===== config.mk =====
export PLATFORM = sky130hd
export DESIGN_NAME = k_nearest_to_origin_select_unit
export DESIGN_NICKNAME = d
export VERILOG_FILES = /design/src/design/knos_pkg.sv /design/src/design/knos_cell.sv /design/src/design/k_nearest_to_origin_select_unit.sv
export SDC_FILE = /design/constraint.sdc
export NUM_CORES = 2
export LEC_CHECK = 0
export CORE_MARGIN = 4
export CORE_UTILIZATION = 55
export CTS_BUF_LIST = sky130_fd_sc_hd__clkbuf_8
export DETAILED_ROUTE_END_ITERATION = 6
export DONT_BUFFER_PORTS = 1
export GPL_TIMING_DRIVEN = 1
export PLACE_DENSITY = 0.71
export SETUP_SLACK_MARGIN = 0.4
export SLEW_MARGIN = 15
export SYNTH_ARGS = -nofsm -noshare
export SYNTH_HDL_FRONTEND = slang
export SYNTH_HIERARCHICAL = 1
export SYNTH_SLANG_ARGS = --single-unit

===== constraint.sdc =====
create_clock -name i_clk -period 18.72 [get_ports i_clk]
set_input_delay 3.744 -clock i_clk [delete_from_list [all_inputs] [get_ports i_clk]]
set_output_delay 3.744 -clock i_clk [all_outputs]
set_load 0.03 [all_outputs]

===== src/design/knos_pkg.sv =====
// ---------------------------------------------------------------------------
// knos_pkg
// shared types and constants for the k-nearest-to-origin select unit
// ---------------------------------------------------------------------------
package knos_pkg;

    localparam int COORD_W    = 16;
    localparam int DIST_W     = 32;
    localparam int KCOUNT_W   = 5;
    localparam int K_MAX_DEF  = 16;
    localparam int COORD_BITS_DEF = 16;

    // one input transfer
    typedef struct packed {
        logic signed [COORD_W-1:0] x;
        logic signed [COORD_W-1:0] y;
        logic                      last_point;
    } t_in;

    // one result transfer
    typedef struct packed {
        logic signed [COORD_W-1:0] out_x;
        logic signed [COORD_W-1:0] out_y;
        logic [DIST_W-1:0]         out_distance;
        logic                      last_result;
    } t_out;

    // one kept point
    typedef struct packed {
        logic [DIST_W-1:0]         distance;
        logic signed [COORD_W-1:0] y;
        logic signed [COORD_W-1:0] x;
    } t_entry;

    // per-cycle command to every cell of the chain
    typedef struct packed {
        logic ins;
        logic shift;
        logic clear;
    } t_cell_ctrl;

endpackage


===== src/design/knos_cell.sv =====
// ---------------------------------------------------------------------------
// knos_cell
// one slot of the sorted insertion chain: holds one point and its distance
// ---------------------------------------------------------------------------
module knos_cell
    import knos_pkg::*;
(
    input  logic       i_clk,
    input  logic       i_rst_n,
    input  t_cell_ctrl i_ctrl,
    input  t_entry     i_new,
    input  t_entry     i_prev_entry,
    input  logic       i_prev_valid,
    input  logic       i_prev_disp,
    input  t_entry     i_next_entry,
    input  logic       i_next_valid,
    output t_entry     o_entry,
    output logic       o_valid,
    output logic       o_disp
);

    t_entry r_entry, n_entry;
    logic   r_valid, n_valid;

    // a strictly smaller new distance pushes this slot down; ties keep the older point
    assign o_disp = !r_valid || (i_new.distance < r_entry.distance);

    // next slot contents
    always_comb begin
        n_entry = r_entry;
        n_valid = r_valid;
        priority if (i_ctrl.clear) begin
            n_valid = 1'b0;
        end else if (i_ctrl.shift) begin
            n_entry = i_next_entry;
            n_valid = i_next_valid;
        end else if (i_ctrl.ins && o_disp) begin
            if (i_prev_disp) begin
                n_entry = i_prev_entry;
                n_valid = i_prev_valid;
            end else begin
                n_entry = i_new;
                n_valid = 1'b1;
            end
        end
    end

    // valid flag
    always_ff @(posedge i_clk) begin
        if (!i_rst_n) begin
            r_valid <= 1'b0;
        end else begin
            r_valid <= n_valid;
        end
    end

    // payload, no reset
    always_ff @(posedge i_clk) begin
        r_entry <= n_entry;
    end

    assign o_entry = r_entry;
    assign o_valid = r_valid;

endmodule


===== src/design/k_nearest_to_origin_select_unit.sv =====
// ---------------------------------------------------------------------------
// k_nearest_to_origin_select_unit
// keeps the k points closest to the origin in a sorted chain of cells and
// sends them out in ascending distance order when the run ends
// ---------------------------------------------------------------------------
//  channel   ports                        handshake
//  input     i_in (t_in)                  start high, busy low
//  result    o_out (t_out)                o_strobe for one cycle
//  config    i_cfg_wdata (k_count)        i_cfg_we
//
//  a point's squares are registered, then the sum is
//  compared against every cell at once and inserted into the chain
//  a point without the last flag lets the next one follow in the next cycle
//  a last point holds busy until min(k, points kept) results are sent: one result a
//  cycle is shifted out of the head cell, and the final one clears the chain
//  synchronous active-low reset empties the chain and sets k_count to 1
//  the receiver cannot stall the result strobe
// ---------------------------------------------------------------------------
module k_nearest_to_origin_select_unit
    import knos_pkg::*;
#(
    parameter int K_MAX      = K_MAX_DEF,
    parameter int COORD_BITS = COORD_BITS_DEF
) (
    input  logic                i_clk,
    input  logic                i_rst_n,
    input  logic                start,
    output logic                busy,
    input  t_in                 i_in,
    input  logic                i_cfg_we,
    input  logic [KCOUNT_W-1:0] i_cfg_wdata,
    output logic                o_strobe,
    output t_out                o_out
);

    localparam int KW = $clog2(K_MAX + 1);
    localparam int SH = COORD_W - COORD_BITS;

    logic                        w_accept;
    logic signed [COORD_W-1:0]   w_sx, w_sy;
    logic signed [2*COORD_W-1:0] w_xx, w_yy;

    logic                      r_s1_valid, r_s1_last;
    logic signed [COORD_W-1:0] r_s1_x, r_s1_y;
    logic [DIST_W-1:0]         r_s1_xx, r_s1_yy;

    logic [KCOUNT_W-1:0]       r_k_count;
    logic                      r_emitting;
    logic [KW-1:0]             r_left;
    logic [KW-1:0]             w_k_clamped;
    logic [6:0]                w_k_ext;
    logic                      w_emit_last;

    t_entry                    w_new;
    t_cell_ctrl                w_ctrl;
    t_entry                    w_entry [K_MAX+1];
    logic [K_MAX:0]            w_valid;
    logic [K_MAX:0]            w_disp;

    t_out                      r_out;
    logic                      r_strobe;

    assign busy     = r_emitting || (r_s1_valid && r_s1_last);
    assign w_accept = start && !busy;

    // take the low coordinate bits as two's complement
    assign w_sx = $signed(i_in.x << SH) >>> SH;
    assign w_sy = $signed(i_in.y << SH) >>> SH;

    // full-width squares
    assign w_xx = w_sx * w_sx;
    assign w_yy = w_sy * w_sy;

    // square stage
    always_ff @(posedge i_clk) begin
        if (!i_rst_n) begin
            r_s1_valid <= 1'b0;
            r_s1_last  <= 1'b0;
        end else begin
            r_s1_valid <= w_accept;
            r_s1_last  <= w_accept && i_in.last_point;
        end
    end

    always_ff @(posedge i_clk) begin
        if (w_accept) begin
            r_s1_x  <= w_sx;
            r_s1_y  <= w_sy;
            r_s1_xx <= DIST_W'($unsigned(w_xx));
            r_s1_yy <= DIST_W'($unsigned(w_yy));
        end
    end

    // point presented to the chain
    always_comb begin
        w_new.x        = r_s1_x;
        w_new.y        = r_s1_y;
        w_new.distance = r_s1_xx + r_s1_yy;
    end

    // configuration register
    always_ff @(posedge i_clk) begin
        if (!i_rst_n) begin
            r_k_count <= KCOUNT_W'(1);
        end else if (i_cfg_we) begin
            r_k_count <= i_cfg_wdata;
        end
    end

    // zero counts as one, large values saturate
    always_comb begin
        w_k_ext = 7'(r_k_count);
        priority if (w_k_ext == 7'd0) begin
            w_k_clamped = KW'(1);
        end else if (w_k_ext > 7'(K_MAX)) begin
            w_k_clamped = KW'(K_MAX);
        end else begin
            w_k_clamped = KW'(r_k_count);
        end
    end

    // final result when k is used up or the next cell is empty
    assign w_emit_last = (r_left == KW'(1)) || !w_valid[1];

    // chain command
    always_comb begin
        w_ctrl.ins   = r_s1_valid;
        w_ctrl.shift = r_emitting && !w_emit_last;
        w_ctrl.clear = r_emitting && w_emit_last;
    end

    // chain ends
    assign w_disp[0]      = 1'b0;
    assign w_valid[K_MAX] = 1'b0;
    assign w_entry[K_MAX] = w_new;

    // insertion chain
    for (genvar g = 0; g < K_MAX; g++) begin : g_cell
        t_entry w_prev_entry;
        logic   w_prev_valid;

        if (g == 0) begin : g_head
            assign w_prev_entry = w_new;
            assign w_prev_valid = 1'b0;
        end else begin : g_body
            assign w_prev_entry = w_entry[g-1];
            assign w_prev_valid = w_valid[g-1];
        end

        knos_cell u_cell (
            .i_clk        (i_clk),
            .i_rst_n      (i_rst_n),
            .i_ctrl       (w_ctrl),
            .i_new        (w_new),
            .i_prev_entry (w_prev_entry),
            .i_prev_valid (w_prev_valid),
            .i_prev_disp  (w_disp[g]),
            .i_next_entry (w_entry[g+1]),
            .i_next_valid (w_valid[g+1]),
            .o_entry      (w_entry[g]),
            .o_valid      (w_valid[g]),
            .o_disp       (w_disp[g+1])
        );
    end

    // emission control
    always_ff @(posedge i_clk) begin
        if (!i_rst_n) begin
            r_emitting <= 1'b0;
            r_left     <= '0;
        end else if (r_emitting) begin
            r_left <= r_left - KW'(1);
            if (w_emit_last) begin
                r_emitting <= 1'b0;
            end
        end else if (r_s1_valid && r_s1_last) begin
            r_emitting <= 1'b1;
            r_left     <= w_k_clamped;
        end
    end

    // result register fed from the head cell
    always_ff @(posedge i_clk) begin
        if (!i_rst_n) begin
            r_strobe <= 1'b0;
        end else begin
            r_strobe <= r_emitting;
        end
    end

    always_ff @(posedge i_clk) begin
        if (r_emitting) begin
            r_out.out_x        <= w_entry[0].x;
            r_out.out_y        <= w_entry[0].y;
            r_out.out_distance <= w_entry[0].distance;
            r_out.last_result  <= w_emit_last;
        end
    end

    assign o_strobe = r_strobe;
    assign o_out    = r_out;

`ifndef SYNTHESIS
    // kept points always form a prefix of the chain
    a_valid_prefix: assert property (@(posedge i_clk) disable iff (!i_rst_n)
        ((w_valid + (K_MAX+1)'(1)) & w_valid) == '0)
        else $error("valid cells do not form a prefix");

    // the head cell holds a point whenever a result is sent
    a_head_valid: assert property (@(posedge i_clk) disable iff (!i_rst_n)
        r_emitting |-> w_valid[0])
        else $error("emission from an empty chain");

    // the chain is empty right after the final result of a run
    a_cleared: assert property (@(posedge i_clk) disable iff (!i_rst_n)
        (o_strobe && o_out.last_result) |-> (w_valid == '0))
        else $error("chain not cleared after final result");

    // a result strobe follows an emission cycle
    a_strobe_src: assert property (@(posedge i_clk) disable iff (!i_rst_n)
        r_emitting |=> o_strobe)
        else $error("emission cycle without result strobe");
`endif

endmodule

==> metrics <==
outcome finished clean; Clock transition at path regs around 60 ps; clk sink count ~1200; origin of the worst setup path i_in[16]; RSZ-0062 raised after global routing no; critical-path cell list clkinv_1 > nor2_1 > fa_1 > fa_1 > fa_1 > fa_1 > fa_1 > inv_1 > fa_1 > inv_1 > ha_1 > a21oi_1 > o211ai_1 > a211oi_1 > nand3b_1 > nand3_1 > a31oi_1 > o21a_1 > nor2_1 > xnor2_1; PortBufs 0; Routed wire per std cell slightly below 20 um; worst-case clock buffer depth 3; # Max-Cap Violations 0; worst stage delay on the critical path ~900 ps; Row Count 148; Worst Hold Launch g_cell[0].u_cell/o_entry[14]; Hold Buf Count CTS 0; vias 64300; die area 171200 um^2; DR iter-0 viols 5342; Residual DRC 0; Critical Path Sink r_s1_yy[31]; GRT Total Usage between 20% and 30%; Root Driver clkbuf_8; clk_lat worst skew 970 ps; layout overhead on the synthesized area 7.042%; FF-to-FF End g_cell[14].u_cell/o_entry[12]; grt total ovfl 0; HPWL Detailed 155.7 mm; post-synthesis cell area 90540 um^2; Critical Path Stages 20; post-CTS setup buffer count 0; Final Hold Fails 0; Die Y 413.7 um; Top delay family on crit path adder cells; Max Clock Skew 53.03 ps; antenna violations before repair 4; slowest CP cell fa_1; pin count of the biggest net entering global routing 304; CP endpoint kind flop; commonest non-fill, non-tap cell in the layout nand2_1; DRT antenna net count 0; first-pass GRT wire length 350.6 mm; worst r2r src r_s1_xx[4]; # fillers 13660; Crit path top cell by count fa_1; setup TNS 0 ps; relative slew slack between 20% and 30%; crit-path max FO 19; worst path buffer plus inverter count 3; H-tree Lvls 4; Startpoint Class input pin; Placer Congestion 0.8749; Syn. warnings 6; worst hold path class reg -> reg; Critical Path RT 19400 ps; Core ar. ~160000 um^2; minimum clock period ~9200 ps; fraction of layout cells with a size suffix above 1 6.009%; nets about 10000; Setup CP Type in -> reg; r2r worst-path depth 20; Initial Util 55.50%; Slew Limit Fails 0; Worst R2R Setup Slack approximately 11000 ps; Die X 413.7 um; crit share post-route 49.30%; CTS tree done; vias in the first global route 67630; I/O pin count 109; DRT Pass-1 Iters 6; post-cts resize count 0; Setup Viol. Count Final 0; CTS buffer count approximately 200; cells after synthesis 8827; Least-Margin Pin Slew 1163 ps; most frequent cells in the layout nand2_1 (1367), inv_1 (1271), edfxtp_1 (1181), o21ai_0 (1157), mux2i_1 (1032); Arr. time, crit path 9910 ps; Avg Cell Area, Syn just over 10 um^2; routed vias/inst 5.793; total wire length 217.7 mm; Fmax 108.3 MHz
flip-flops by register name (all words and copies together) (netlist names):
name,flops
o_out,65
r_emitting,1
r_s1_last,1
o_strobe,1
r_s1_x,16
r_s1_y,16
r_k_count,5
r_s1_valid,1
r_left,5
r_s1_xx,30
g_cell.u_cell/o_valid,16
g_cell.u_cell/o_entry,1024
r_s1_yy,30
cell type report:
class	instances	area (um^2)	area share (%)
clock buffer	203	2794	2.883
antenna	4	10.01	0.01033
inverter	1210	4542	4.686
sequential	1211	36070	37.22
tap	2175	2721	2.808
multi-input combinational	6026	49040	50.60
timing repair buffer	96	818.3	0.8443
clock inverter	174	922.1	0.9515
routing by layer:
layer | GRT usage (%) | vias to the layer above | wire (um)
met3 | 3.651 | 322 | 11150
met1 | 32.73 | 32100 | 92250
met2 | 44.50 | 1538 | 109700
met4 | 6.802 | 0 | 4643
li1 | - | 30340 | -
met5 | 0 | - | 0
worst register-to-register path: cells and delay by family, from the launching register on:
family,cells,cell delay (ps)
buf+inv,2,1130
compound gates,11,3330
simple gates,4,1220
mux,1,410
flops,1,420
fa+ha+maj,2,910
worst min path at each step:
stage	to	slack, ps	cells after the start
2_1_floorplan	o_out[33]	430	0
3_3_place_gp	o_out[63]	450	0
3_5_place_dp	o_out[63]	440	0
4_1_cts	o_out[63]	460	0
5_1_grt	o_out[48]	480	0
6_report	o_out[63]	460	0
metrics by stage:
step / hold WS [ps] / instance area [um^2] / setup WS (ps) / instances / util, %
finish: 457.0 / 96920 / 9490 / 11100 / 59.41
floorplan: 426.1 / 90550 / 8197 / 8830 / -
detailed placement: 443.0 / 93100 / 8472 / 10710 / 57.06
global placement: 448.4 / 93100 / 8623 / 10710 / 57.06
CTS: 457.8 / 96810 / 9528 / 11090 / 59.34
global route: 476.0 / 96920 / 9200 / 11100 / 59.41
Power is not shown: default switching activity piles up to over one toggle a cycle in this logic, so the estimate is an artifact.
